[src/design/ost_pkg.sv]
package ost_pkg;

  localparam int DELAY_BITS_DEF = 32;
  localparam int RES_BITS_DEF   = 16;
  localparam int DEFAULT_RES    = 10;

  typedef enum logic [1:0] {
    KIND_TICK   = 2'd0,
    KIND_ARM    = 2'd1,
    KIND_CANCEL = 2'd2,
    KIND_ACK    = 2'd3
  } kind_t;

  typedef enum logic [1:0] {
    ST_OK      = 2'd0,
    ST_INVALID = 2'd1,
    ST_PENDING = 2'd2,
    ST_EARLY   = 2'd3
  } status_t;

endpackage

[src/design/ost_div.sv]
module ost_div import ost_pkg::*; #(
  parameter int NUM_BITS = DELAY_BITS_DEF + 1,
  parameter int DEN_BITS = RES_BITS_DEF
) (
  input  logic                clk,
  input  logic                rst_n,
  input  logic                start,
  input  logic [NUM_BITS-1:0] num,
  input  logic [DEN_BITS-1:0] den,
  output logic                done,
  output logic [NUM_BITS-1:0] quo
);

  localparam int CW = $clog2(NUM_BITS + 1);

  logic                busy_r;
  logic                done_r;
  logic [CW-1:0]       cnt_r;
  logic [DEN_BITS-1:0] rem_r;
  logic [DEN_BITS-1:0] den_r;
  logic [NUM_BITS-1:0] quo_r;
  logic [DEN_BITS:0]   rem_sh;
  logic [DEN_BITS:0]   rem_sub;
  logic                q_bit;

  assign rem_sh  = {rem_r, quo_r[NUM_BITS-1]};
  assign q_bit   = (rem_sh >= {1'b0, den_r});
  assign rem_sub = rem_sh - {1'b0, den_r};

  always_ff @(posedge clk) begin
    if (!rst_n) begin
      busy_r <= 1'b0;
      done_r <= 1'b0;
      cnt_r  <= '0;
    end else begin
      done_r <= 1'b0;
      if (start) begin
        busy_r <= 1'b1;
        cnt_r  <= CW'(NUM_BITS);
      end else if (busy_r) begin
        cnt_r <= cnt_r - 1'b1;
        if (cnt_r == CW'(1)) begin
          busy_r <= 1'b0;
          done_r <= 1'b1;
        end
      end
    end
  end

  always_ff @(posedge clk) begin
    if (start) begin
      rem_r <= '0;
      den_r <= den;
      quo_r <= num;
    end else if (busy_r) begin
      rem_r <= q_bit ? rem_sub[DEN_BITS-1:0] : rem_sh[DEN_BITS-1:0];
      quo_r <= {quo_r[NUM_BITS-2:0], q_bit};
    end
  end

  assign done = done_r;
  assign quo  = quo_r;

endmodule

[src/design/one_shot_timer_arm_ack.sv]
// One-shot down-counting timer driven by command beats.
// Input channel (in_valid/in_ready): in_kind selects tick, arm, cancel or
// acknowledge; in_delay_ms is the requested delay, used by arm only.
// Output channel (out_valid/out_ready): one result beat per input beat, giving
// the status and the timer state after the command.
// Configuration channel (cfg_valid/cfg_ready): writes the resolution in
// milliseconds per tick; zero is taken as ten. It is always ready.
// Tick, cancel, acknowledge and refused arms go from acceptance through S_HOLD
// to the output register. An accepted arm runs the restoring divider, one quotient
// bit per cycle over max(DELAY_BITS, RES_BITS) + 1 bits, in S_DIV and then passes
// through S_HOLD to the output register. One command is in flight at a time.
// A new beat is accepted as soon as the previous result has moved into the
// output register, even while that result waits for out_ready.
// Reset clears the timer, empties the output register and sets the resolution
// to ten. A stalled receiver holds the result beat steady and, once the next
// command has finished, blocks further input until the output is taken.
module one_shot_timer_arm_ack import ost_pkg::*; #(
  parameter int DELAY_BITS = DELAY_BITS_DEF,
  parameter int RES_BITS   = RES_BITS_DEF
) (
  input  logic                  clk,
  input  logic                  rst_n,
  input  logic                  in_valid,
  output logic                  in_ready,
  input  logic [1:0]            in_kind,
  input  logic [DELAY_BITS-1:0] in_delay_ms,
  output logic                  out_valid,
  input  logic                  out_ready,
  output logic [1:0]            out_status,
  output logic                  out_active,
  output logic                  out_expired,
  output logic [DELAY_BITS-1:0] out_remaining,
  input  logic                  cfg_valid,
  output logic                  cfg_ready,
  input  logic [RES_BITS-1:0]   cfg_data
);

  localparam int NW = ((DELAY_BITS > RES_BITS) ? DELAY_BITS : RES_BITS) + 1;

  typedef enum logic [1:0] {S_IDLE, S_DIV, S_HOLD} state_t;

  state_t                state_r;
  logic [RES_BITS-1:0]   res_r;
  logic                  armed_r;
  logic                  sig_r;
  logic [DELAY_BITS-1:0] count_r;
  status_t               pend_r;
  logic                  out_valid_r;
  status_t               out_status_r;
  logic                  out_active_r;
  logic                  out_expired_r;
  logic [DELAY_BITS-1:0] out_remaining_r;

  logic [RES_BITS-1:0]   res_eff;
  logic [NW-1:0]         div_num;
  logic                  div_start;
  logic                  div_done;
  logic [NW-1:0]         div_quo;
  logic                  accept;
  kind_t                 kind;

  assign res_eff   = (res_r == '0) ? RES_BITS'(DEFAULT_RES) : res_r;
  assign div_num   = NW'(in_delay_ms) + NW'(res_eff) - NW'(1);
  assign accept    = in_valid && in_ready;
  assign kind      = kind_t'(in_kind);
  assign div_start = accept && (kind == KIND_ARM) && (in_delay_ms != '0) && !armed_r;

  ost_div #(
    .NUM_BITS(NW),
    .DEN_BITS(RES_BITS)
  ) u_div (
    .clk  (clk),
    .rst_n(rst_n),
    .start(div_start),
    .num  (div_num),
    .den  (res_eff),
    .done (div_done),
    .quo  (div_quo)
  );

  always_ff @(posedge clk) begin
    if (!rst_n) begin
      state_r     <= S_IDLE;
      res_r       <= RES_BITS'(DEFAULT_RES);
      armed_r     <= 1'b0;
      sig_r       <= 1'b0;
      count_r     <= '0;
      out_valid_r <= 1'b0;
    end else begin
      if (cfg_valid && cfg_ready) begin
        res_r <= cfg_data;
      end
      if (out_valid_r && out_ready && (state_r != S_HOLD)) begin
        out_valid_r <= 1'b0;
      end
      unique case (state_r)
        S_IDLE: begin
          if (accept) begin
            pend_r  <= ST_OK;
            state_r <= S_HOLD;
            unique case (kind)
              KIND_TICK: begin
                if (armed_r && count_r != '0) begin
                  count_r <= count_r - 1'b1;
                  if (count_r == DELAY_BITS'(1)) begin
                    sig_r <= 1'b1;
                  end
                end
              end
              KIND_ARM: begin
                if (in_delay_ms == '0) begin
                  pend_r <= ST_INVALID;
                end else if (armed_r) begin
                  pend_r <= ST_PENDING;
                end else begin
                  state_r <= S_DIV;
                end
              end
              KIND_CANCEL, KIND_ACK: begin
                if (!armed_r) begin
                  pend_r <= ST_INVALID;
                end else begin
                  if (kind == KIND_ACK && count_r != '0) begin
                    pend_r <= ST_EARLY;
                  end
                  armed_r <= 1'b0;
                  sig_r   <= 1'b0;
                  count_r <= '0;
                end
              end
              default: ;
            endcase
          end
        end
        S_DIV: begin
          if (div_done) begin
            armed_r <= 1'b1;
            sig_r   <= 1'b0;
            count_r <= div_quo[DELAY_BITS-1:0];
            state_r <= S_HOLD;
          end
        end
        S_HOLD: begin
          if (!out_valid_r || out_ready) begin
            out_valid_r     <= 1'b1;
            out_status_r    <= pend_r;
            out_active_r    <= armed_r;
            out_expired_r   <= sig_r;
            out_remaining_r <= count_r;
            state_r         <= S_IDLE;
          end
        end
        default: state_r <= S_IDLE;
      endcase
    end
  end

  assign in_ready      = (state_r == S_IDLE);
  assign cfg_ready     = 1'b1;
  assign out_valid     = out_valid_r;
  assign out_status    = out_status_r;
  assign out_active    = out_active_r;
  assign out_expired   = out_expired_r;
  assign out_remaining = out_remaining_r;

endmodule
[config.mk]
export PLATFORM = sky130hd
export DESIGN_NAME = one_shot_timer_arm_ack
export DESIGN_NICKNAME = d
export VERILOG_FILES = /design/src/design/ost_pkg.sv /design/src/design/ost_div.sv /design/src/design/one_shot_timer_arm_ack.sv
export SDC_FILE = /design/constraint.sdc
export NUM_CORES = 1
export LEC_CHECK = 0
export ABC_AREA = 1
export BUFFER_PORTS_ARGS = -buffer_cell sky130_fd_sc_hd__clkbuf_2
export CAP_MARGIN = 20
export CORE_MARGIN = 5
export CORE_UTILIZATION = 61
export DETAILED_ROUTE_END_ITERATION = 10
export PLACE_DENSITY = 0.84
export SETUP_SLACK_MARGIN = 0.02
export SLEW_MARGIN = 20
export SYNTH_ARGS = -nofsm -noshare
export SYNTH_HDL_FRONTEND = slang
export SYNTH_SLANG_ARGS = --single-unit
[constraint.sdc]
create_clock -name clk -period 6.18 [get_ports clk]
set_clock_uncertainty 0.05 [all_clocks]
set_input_delay 1.854 -clock clk [delete_from_list [all_inputs] [get_ports clk]]
set_output_delay 1.854 -clock clk [all_outputs]
set_load 0.05 [all_outputs]
# Word-level counts from Yosys, hierarchy flattened
# Index checks and enable logic that the tools add are counted.
[totals]
reg_bits = 164
word_cells = 112
rom_bits = 0
ramBits = 0
output_inout_bits = 39
inputBits = 55
latchBits = 0
memories = 0
[classes]
reduce_logical = 28
bitwise = 2
n_mul = 0
n_eq_ne = 16
add_sub_neg = 5
n_div = 0
mux = 42
n_shift = 0
magnitude_cmp = 1
[op_table]
columns = ["op", "count"]
rows = [
  ["$mux 32", 4],
  ["$pmux 32 s2", 2],
  ["$mux 33", 2],
  ["$reduce_bool 32->1", 2],
  ["$add 32x16->33", 1],
  ["$sub 33x1->33 const B", 1],
  ["$eq 32x1->1 const B", 1],
  ["$logic_not 32->1", 1],
  ["$mux 16", 2],
  ["$sub 32x1->32 const B", 1],
  ["$mux 2", 10],
  ["$ge 17x16->1", 1],
  ["$logic_not 16->1", 1],
  ["$sub 16x16->16", 1],
  ["$mux 1", 15],
  ["$mux 6", 2],
  ["$ne 3x3->1 const B", 3],
  ["$reduce_and 3->1", 3],
  ["$logic_and 1x1->1", 8],
  ["$reduce_and 7->1", 1],
  ["$eq 2x2->1 const B", 3],
  ["$eq 6x1->1 const B", 1],
  ["$ne 2x1->1 const B", 3],
  ["$pmux 1 s2", 3],
  ["other kinds (15)", 22],
]

# Logic depth before layout (Yosys ltp)
# Gate-level depths: netlist of run 1.
[logic_depth]
ltp_word = 6
mapped_depth = 19
depth_no_buf = 19

# Cells and area by module
# Synthesis of run 1 repeated with hierarchy kept, for this count alone.
[unflattened]
hier_cells = 1662
area_unflattened_um2 = 11509.8
[modules_own_cells]
columns = ["module", "n_inst", "seq_area_each_um2", "area_each_um2", "cells_each"]
rows = [
  ["one_shot_timer_arm_ack", 1, 2202.1, 7225.7, 1135],
  ["ost_div", 1, 1951.9, 4284.1, 527],
]

# Least setup slack after synthesis of run 1
# Ideal clock, no wire load.
[synth_timing]
path_kind = "input port to flip-flop"
startpoint = "input rst_n"
endpoint = "register out_active_r, in the netlist out_active, enable pin"
setup_ns = 0.474
required_time_ns = 5.656
cell_stages = 3
arrival_time_ns = 4.788
path_buffers = 1
path_slack_ns = 0.868
cell_sequence = "clkbuf_1 clkinv_1 nor3_1"
[synth_between]
elab_chain_cells = 1
[synth_rtl]
columns = ["element", "line", "text"]
rows = [
  ["start: declaration", "one_shot_timer_arm_ack.sv:22", "input logic rst_n,"],
  ["$reduce_and 3->1 (no line)", "-", ""],
  ["end signal: assignment", "one_shot_timer_arm_ack.sv:147", "out_active_r <= armed_r;"],
  ["end: declaration", "one_shot_timer_arm_ack.sv:50", "logic out_active_r;"],
]
# No other way between the ends.
# A chain may end at the register's enable or synchronous reset.

# Worst setup path in the final report of run 1
[layout_timing]
startpoint = "input in_delay_ms[31]"
endpoint = "register u_div.quo_r[20], in the netlist u_div.quo[20] (data pin)"
[layout_between]
elab_chain_cells = 4
[layout_rtl]
columns = ["element", "line", "text"]
rows = [
  ["start: declaration", "one_shot_timer_arm_ack.sv:26", "input logic [DELAY_BITS-1:0] in_delay_ms,"],
  ["$reduce_bool 32->1", "one_shot_timer_arm_ack.sv:66", "assign div_start = accept && (kind == KIND_ARM) && (in_delay_ms != '0) && !armed_r;"],
  ["$logic_and 1x1->1 (2 in a row)", "one_shot_timer_arm_ack.sv:66", ""],
  ["$mux 33", "ost_div.sv:51", "if (start) begin"],
  ["end signal: assignment", "ost_div.sv:54", "quo_r <= num;"],
  ["end signal: assignment", "ost_div.sv:57", "quo_r <= {quo_r[NUM_BITS-2:0], q_bit};"],
  ["end: declaration", "ost_div.sv:21", "logic [NUM_BITS-1:0] quo_r;"],
]
# No other way between the ends.

==> results.tsv, run 1 <==
metric	value	unit
outcome	finished clean	
wl_met3	1910	µm
cts_buffers	17	
final_antenna_net_count	0	
fin_hold_ws	407	ps
synth_largest_area_cell	edfxtp_1	
crit_path_start_kind	input pin	
grt.total_usage	0.269	
r2r_start	res_r[0]	
n_antenna_cell	0	
synth-edff-count	87	
clkTransAtPathRegs	70	ps
synth_most_common_cell	nand2_1	
grt_pass1_vias	9917	
die_area	21800	µm²
overflow	0	
rsz0062_at_grt	false	
fin_cells	2051	
setup_viol_count_final	0	
worst-path-max-fanout	42	
core	18600	µm²
area_delta_synth_final	9.65	%
worstReg2RegEnd	u_div.quo[15]	
cts_setup_buffers	0	
setup_tns	0	ps
port_buffers	92	
hold_class	flop to flop	
antenna_found_initial	0	
crit_end	u_div.quo[20]	
synthesis.nets	1866	
worstSetupStartpoint	in_delay_ms[31]	
drt-met1-wl	13100	µm
initial_utilization	0.619	
irDropWorstVdd	0.177	mV
timing.fmax	251	MHz
place_inst	2019	
drt-total-wl	29400	µm
yosys_warnings	0	
p_leak	6.64	nW
grt_pass1_wl	48000	µm
layout-drive-gt1-share	0.0870	
ios	94	
cts_sinks	164	
yosysTopAreaCellShare	0.226	
synth_ff_type	edfxtp_1	
crit_path_end_kind	flop	
cts-resized-gates	0	
place_congestion	0.955	
nets	1936	
drcViolationCount	0	
fp.dieW	148	µm
viasPerCell	5.31	
yosys-top-cells-count	nand2_1, inv_1, nor2_1	
cap_violations	0	
wl_met2	13600	µm
p_per_area	260	nW/µm²
h-tree-depth	4	
cp.arrival	4090	ps
cp_top_family	simple AND/OR/NAND/NOR gates	
ys_ff_latch	164	
top_layer	met4	
final.period_utilization	0.644	
cts_buffer_depth	2	
critical_path.most_common_cell	nand3_1	
ys_types	44	
critical_path_class	input pin to flop	
total_power	0.00329	W
relSlewSlack	0.365	
path_cells	clkbuf_2 > inv_1 > ha_1 > nand4_1 > nor2_1 > nand3_1 > nand3_1 > clkinv_2 > nand3_1 > o21ai_0	
drt_iter0_drc	905	
crit_buf_inv	3	
first_pass_iters	6	
dpl.hpwl	23100	µm
synth_area_leaders	edfxtp_1, nand2_1, dfxtp_1, inv_1, ha_1	
fp.dieH	148	µm
reg2reg_slack	2710	ps
vias	10883	
clk_latency	430	ps
holdBufCountCts	0	
finalHoldViolations	0	
rows	50	
synth-seq-area-share	0.360	
period_needed	3980	ps
cts_tree	built	
dpl_cell_area	12100	µm²
cp_slowest_stage_delay	610	ps
worst_slew_pin_slew	952	ps
synthCells	1734	
cts_root_buffer	clkbuf_16	
stdcell_area	12700	µm²
final_max_slew_viol_count	0	
wire_per_inst	14.3	µm
rr_worst_depth	17	
required	6290	ps
grt_start_max_net_pins	45	
avgSynthCellArea	6.66	µm²
async_flop_share	0	
cp_num_cells	10	
syn_area	11500	µm²
cp_slowest_cell	clkinv_2	
==> worst min-delay path by stage <==
stage | from | end | slack (ps) | cells past startpoint
6_report | res_r[12] | u_div.den_r[12] | 410 | 0
5_1_grt | sig_r | out_expired | 420 | 0
4_1_cts | count_r[31] | out_remaining[31] | 400 | 0
3_5_place_dp | count_r[31] | out_remaining[31] | 390 | 0
3_3_place_gp | count_r[31] | out_remaining[31] | 390 | 0
2_1_floorplan | pend_r[0] | out_status[0] | 350 | 0
==> area by class of cell <==
class	count	area, µm²
Tap cell	234	293
Sequential cell	164	4150
Timing Repair Buffer	99	513
Multi-Input combinational cell	1201	5930
Clock buffer	19	443
Clock inverter	13	116
Fill cell	1641	5980
Inverter	321	1210
==> flip-flops by register name (all words and copies together) (netlist names), 6 cells and up <==
| name | cells |
|---|---|
| u_div.quo | 33 |
| count_r | 32 |
| out_remaining | 32 |
| res_r | 16 |
| u_div.den_r | 16 |
| u_div.rem_r | 16 |
| u_div.cnt_r | 6 |
==> cells in the final DEF, fill, tap and decap left out, types with 3 or more instances in the layout <==
cell	instances
o21ai_0	63
a21oi_2	5
inv_6	4
dfxtp_1	77
a21oi_1	72
or2_2	7
o21bai_1	9
buf_4	7
nand2_2	4
nor2_1	206
clkbuf_16	17
nor3_1	20
nand4_1	19
clkbuf_2	92
nor2_2	3
inv_1	317
inv_8	3
nand2_1	544
nand3_1	118
nor4_1	4
o22ai_1	5
ha_1	75
xor2_1	5
edfxtp_1	87
nand3b_1	8
clkinvlp_4	4
xnor2_1	16
==> where the power goes <==
| part | leakage [nW] | total, W | internal, W | switching, W |
|---|---|---|---|---|
| clock network | 0.263 | 0.00101 | 0.000539 | 0.000469 |
| registers | 1.44 | 0.00129 | 0.00123 | 0.0000587 |
| logic | 4.94 | 0.000988 | 0.000315 | 0.000673 |
| total | 6.64 | 0.00329 | 0.00209 | 0.00120 |
==> logic make-up (layout without fill, tap and decap cells) <==
family,count (synthesis),in the layout,share of synthesized area
compound gates,163,163,0.0768
xor+xnor,21,21,0.0159
fa+ha+maj,77,77,0.0848
buf+inv,369,452,0.127
flops,164,164,0.360
other cells,1,1,0.000325
simple gates,939,939,0.336
==> per-layer routing <==
layer / global-route usage / vias up
met5: 0 / -
met1: 0.370 / 4862
met4: 0.0885 / 0
li1: - / 5568
met3: 0.0365 / 55
met2: 0.443 / 398
==> stage by stage <==
stage,utilization,worst slack (ps)
final,0.679,2200
after global routing,0.679,2020
after CTS,0.679,2240
after detailed placement,0.649,1800
after global placement,0.649,1800
after floorplan,-,868
Power figures use the tool's default switching activity.
==> run 2, diff against run 1 <==
--- a/config.mk
+++ b/config.mk
@@ -9,9 +9,9 @@
 export BUFFER_PORTS_ARGS = -buffer_cell sky130_fd_sc_hd__clkbuf_2
 export CAP_MARGIN = 20
 export CORE_MARGIN = 5
-export CORE_UTILIZATION = 61
+export CORE_UTILIZATION = 55
 export DETAILED_ROUTE_END_ITERATION = 10
-export PLACE_DENSITY = 0.84
+export PLACE_DENSITY = 0.8
 export SETUP_SLACK_MARGIN = 0.02
 export SLEW_MARGIN = 20
 export SYNTH_ARGS = -nofsm -noshare
==> constraint.sdc (replaced) <==
create_clock -name clk -period 3.6 [get_ports clk]
set_clock_uncertainty 0.05 [all_clocks]
set_input_delay 1.08 -clock clk [delete_from_list [all_inputs] [get_ports clk]]
set_output_delay 1.08 -clock clk [all_outputs]
set_load 0.05 [all_outputs]
==> results.tsv, run 2 (synthesis results as in run 1) <==
metric	value	unit	change
first_pass_iters	5		was 6
drt-total-wl	28000	µm	was 29,400 µm
cts_buffers	17		unchanged
fp.dieH	155	µm	was 148 µm
drcViolationCount	0		unchanged
setup_tns	0	ps	unchanged
overflow	0		unchanged
grt_pass1_vias	9859		was 9,917
critical_path_class	flop to flop		was input pin to flop
p_per_area	448	nW/µm²	was 260 nW/µm²
ios	94		unchanged
crit_path_start_kind	flop		was input pin
relSlewSlack	0.602		was 0.365
grt.total_usage	0.235		was 0.269
period_needed	3330	ps	
worst_slew_pin_slew	593	ps	was 952 ps
h-tree-depth	4		unchanged
dpl.hpwl	21900	µm	was 23,100 µm
cap_violations	0		unchanged
layout-drive-gt1-share	0.0911		was 0.0870
timing.fmax	300	MHz	
worst-path-max-fanout	4		was 42
reg2reg_slack	270	ps	was 2710 ps
final.period_utilization	0.925		
viasPerCell	5.07		was 5.31
cts_root_buffer	clkbuf_16		unchanged
finalHoldViolations	0		unchanged
fin_hold_ws	374	ps	was 407 ps
die_area	24000	µm²	was 21,800 µm²
final_antenna_net_count	0		unchanged
irDropWorstVdd	0.336	mV	was 0.177 mV
final_cell_mix	nand2_1, inv_1, nor2_1, nand3_1, clkbuf_2		unchanged
largest_reg_flops	33		unchanged
final_max_slew_viol_count	0		unchanged
cts_buffer_depth	2		unchanged
cts-resized-gates	0		unchanged
port_buffers	92		unchanged
outcome	finished clean		unchanged
cts_setup_buffers	0		unchanged
wire_per_inst	13.4	µm	was 14.3 µm
fin_cells	2098		was 2,051
vias	10642		was 10,883
place_congestion	0.943		was 0.955
nets	1942		was 1,936
holdBufCountCts	0		unchanged
core	20800	µm²	was 18,600 µm²
rows	53		was 50
n_antenna_cell	0		unchanged
area_delta_synth_final	11.2	%	was 9.65%
seqCellArea	4150	µm²	unchanged
fp.dieW	155	µm	was 148 µm
hp-start	pend_r[1]		was res_r[12]
r2r_start	res_r[9]		was res_r[0]
drt_iter0_drc	750		was 905
cts_sinks	164		unchanged
worstReg2RegEnd	u_div.quo[15]		unchanged
clkTransAtPathRegs	70	ps	about the same
antenna_found_initial	0		unchanged
cts_tree	built		unchanged
multiInputGateArea	5940	µm²	was 5930 µm²
p_leak	6.71	nW	was 6.64 nW
crit_path_end_kind	flop		unchanged
hold_class	flop to flop		unchanged
num-fill-cells	1954		was 1,641
cp.arrival	3440	ps	was 4090 ps
min_to	out_status[1]		was u_div.den_r[12]
grt_pass1_wl	46600	µm	was 48,000 µm
clk_latency	420	ps	was 430 ps
grt_start_max_net_pins	48		was 45
rr_worst_depth	17		unchanged
required	3710	ps	was 6290 ps
final_common_cell	nand2_1		unchanged
setup_viol_count_final	0		unchanged
initial_utilization	0.554		was 0.619
place_inst	2066		was 2,019
rsz0062_at_grt	false		unchanged
hold_depth	0		unchanged
==> run 2: power by group <==
part           internal (W)  switching (W)  leakage, nW
logic              0.000551        0.00114         4.98
registers           0.00212       0.000102         1.44
clock network       0.00106       0.000784        0.295
total               0.00372        0.00203         6.71
==> run 2: how the worst max path moves through the flow <==
stage,from,to,slack [ps],depth (start not counted)
after floorplan,rst_n,out_active,150,3
after global placement,in_delay_ms[1],u_div.quo[15],110,15
after detailed placement,in_delay_ms[1],u_div.quo[15],80,15
after CTS,res_r[9],u_div.quo[15],270,17
after global routing,res_r[9],u_div.quo[15],40,17
final,res_r[9],u_div.quo[15],270,17
==> run 2: per-layer routing <==
layer  part of all wire  vias up  wire (µm)  GRT usage
met5                  0        -          0          0
met4              0.011        0        303     0.0517
met3              0.058       24       1640     0.0337
met2               0.46      328      12800      0.382
met1               0.47     4730      13300      0.334
li1                   -     5560          -          -
==> run 2: worst max-delay path: stages (launching register included) <==
cell,delay (ps)
dfxtp_1,330
nor4_1,330
nand4_1,180
nand2_1,110
inv_1,50
ha_1,270
inv_1,50
ha_1,230
fa_1,440
nand2_1,100
nand3_1,100
nand3_1,90
nand2_1,100
nand2_1,80
nand2_1,100
or2_2,300
nand3_1,60
o21ai_0,90
==> run 2: stage by stage <==
stage               utilization  setup slack, ps  power (W)  area, µm²
global placement          0.587              108    0.00388      12200
CTS                       0.617              269    0.00576      12800
global route              0.617             37.1    0.00610      12800
floorplan                     -              150    0.00352      11500
detailed placement        0.587             76.8    0.00391      12200
finish                    0.617              269    0.00575      12800
==> run 2: layout make-up <==
cell class | instances | area share
Sequential cell | 164 | 0.324
Clock buffer | 19 | 0.0370
Tap cell | 275 | 0.0268
Timing Repair Buffer | 105 | 0.0454
Clock inverter | 13 | 0.0103
Inverter | 321 | 0.0940
Multi-Input combinational cell | 1201 | 0.463
==> run 3, diff against run 2 <==
--- a/config.mk
+++ b/config.mk
@@ -12,6 +12,7 @@
 export CORE_UTILIZATION = 55
 export DETAILED_ROUTE_END_ITERATION = 10
 export PLACE_DENSITY = 0.8
+export RECOVER_POWER = 50
 export SETUP_SLACK_MARGIN = 0.02
 export SLEW_MARGIN = 20
 export SYNTH_ARGS = -nofsm -noshare
==> results.tsv, run 3 (synthesis results as in run 1) <==
metric	value	unit	change
layout-drive-gt1-share	0.0697		was 0.0911
finalHoldViolations	0		unchanged
first_pass_iters	5		unchanged
viasPerCell	5.08		was 5.07
core	20800	µm²	unchanged
drt_iter0_drc	733		was 750
fin_cells	2098		unchanged
period_needed	3330	ps	about the same
dpl.hpwl	21900	µm	unchanged
setup_tns	0	ps	unchanged
hold_class	flop to flop		unchanged
cts_buffer_depth	2		unchanged
required	3710	ps	about the same
place_congestion	0.943		unchanged
crit_path_end_kind	flop		unchanged
cp.arrival	3440	ps	about the same
cts_sinks	164		unchanged
violations	max-capacitance violations, max-slew violations		
fp.dieW	155	µm	unchanged
place_inst	2066		unchanged
hold_depth	0		unchanged
cts_setup_buffers	0		unchanged
min_to	out_status[1]		unchanged
worst_slew_pin_slew	1770	ps	was 593 ps
p_leak	6.59	nW	was 6.71 nW
ios	94		unchanged
nets	1942		unchanged
final_max_slew_viol_count	37		was 0
port_buffers	92		unchanged
relSlewSlack	-0.181		was 0.602
cts_tree	built		unchanged
final_cell_mix	nand2_1, inv_1, nor2_1, nand3_1, edfxtp_1		was nand2_1, inv_1, nor2_1, nand3_1, clkbuf_2
cts-resized-gates	0		unchanged
clkTransAtPathRegs	70	ps	about the same
drt-total-wl	28000	µm	about the same
num-fill-cells	1970		was 1,954
timing.fmax	301	MHz	was 300 MHz
r2r_start	res_r[9]		unchanged
n_antenna_cell	0		unchanged
grt.total_usage	0.235		unchanged
multiInputGateArea	5940	µm²	unchanged
rsz0062_at_grt	false		unchanged
final_antenna_net_count	0		unchanged
grt_pass1_vias	9859		unchanged
clk_latency	420	ps	about the same
rows	53		unchanged
reg2reg_slack	270	ps	about the same
final_common_cell	nand2_1		unchanged
antenna_found_initial	0		unchanged
wire_per_inst	13.3	µm	was 13.4 µm
h-tree-depth	4		unchanged
irDropWorstVdd	0.336	mV	about the same
cts_buffers	17		unchanged
drcViolationCount	0		unchanged
hp-start	pend_r[1]		unchanged
critical_path_class	flop to flop		unchanged
cts_root_buffer	clkbuf_16		unchanged
worstReg2RegEnd	u_div.quo[15]		unchanged
grt_start_max_net_pins	48		unchanged
fp.dieH	155	µm	unchanged
outcome	finished with violations		was finished clean
rr_worst_depth	17		unchanged
crit_path_start_kind	flop		unchanged
seqCellArea	4150	µm²	unchanged
grt_pass1_wl	46600	µm	unchanged
holdBufCountCts	0		unchanged
worst-path-max-fanout	4		unchanged
overflow	0		unchanged
vias	10662		was 10,642
cap_violations	1		was 0
die_area	24000	µm²	unchanged
setup_viol_count_final	0		unchanged
p_per_area	449	nW/µm²	was 448 nW/µm²
initial_utilization	0.554		unchanged
largest_reg_flops	33		unchanged
area_delta_synth_final	10.7	%	was 11.2%
final.period_utilization	0.924		was 0.925
==> run 3: cell count changes in the layout (fill, tap and decap cells not counted), sizes merged <==
cell,change
buf,-3
clkbuf,+3
==> run 3: how the worst max path moves through the flow <==
stage	start	endpoint	slack, ps	cells past startpoint
CTS	res_r[9]	u_div.quo[15]	270	17
finish	res_r[9]	u_div.quo[15]	270	17
detailed placement	in_delay_ms[1]	u_div.quo[15]	80	15
floorplan	rst_n	out_active	150	3
global placement	in_delay_ms[1]	u_div.quo[15]	110	15
global route	res_r[9]	u_div.quo[15]	40	17
==> run 3: critical path, stage by stage (launching register included) <==
cell	delay, ps
dfxtp_1	330
nor4_1	340
nand4_1	180
nand2_1	110
inv_1	50
ha_1	270
inv_1	50
ha_1	230
fa_1	440
nand2_1	100
nand3_1	100
nand3_1	90
nand2_1	100
nand2_1	80
nand2_1	100
or2_2	290
nand3_1	60
o21ai_0	80
==> run 3: metrics by stage <==
step / setup WS [ps] / utilization / power (W) / hold slack, ps / area, µm²
2_1_floorplan: 150 / - / 0.00352 / 350 / 11500
3_3_place_gp: 108 / 0.587 / 0.00388 / 363 / 12200
3_5_place_dp: 76.8 / 0.587 / 0.00391 / 356 / 12200
4_1_cts: 269 / 0.617 / 0.00576 / 371 / 12800
5_1_grt: 37.1 / 0.614 / 0.00610 / 389 / 12800
6_report: 273 / 0.614 / 0.00574 / 374 / 12800
==> run 3: power breakdown <==
group / switching, W / leakage (nW) / total, W / internal [W]
clock network: 0.000784 / 0.295 / 0.00184 / 0.00106
registers: 0.000101 / 1.44 / 0.00222 / 0.00212
logic: 0.00114 / 4.86 / 0.00168 / 0.000545
==> run 3: final cells by class <==
| class | count | share of cell area |
|---|---|---|
| timing repair buffer | 105 | 0.0414 |
| clock inverter | 13 | 0.0104 |
| sequential | 164 | 0.325 |
| multi-input combinational | 1201 | 0.465 |
| tap | 275 | 0.0269 |
| clock buffer | 19 | 0.0372 |
| inverter | 321 | 0.0944 |
==> run 3: routing by layer <==
metal | up-vias | share of wire | GRT usage
met4 | 0 | 0.011 | 0.0517
li1 | 5564 | - | -
met2 | 337 | 0.45 | 0.382
met1 | 4734 | 0.47 | 0.334
met5 | - | 0 | 0
met3 | 27 | 0.064 | 0.0337
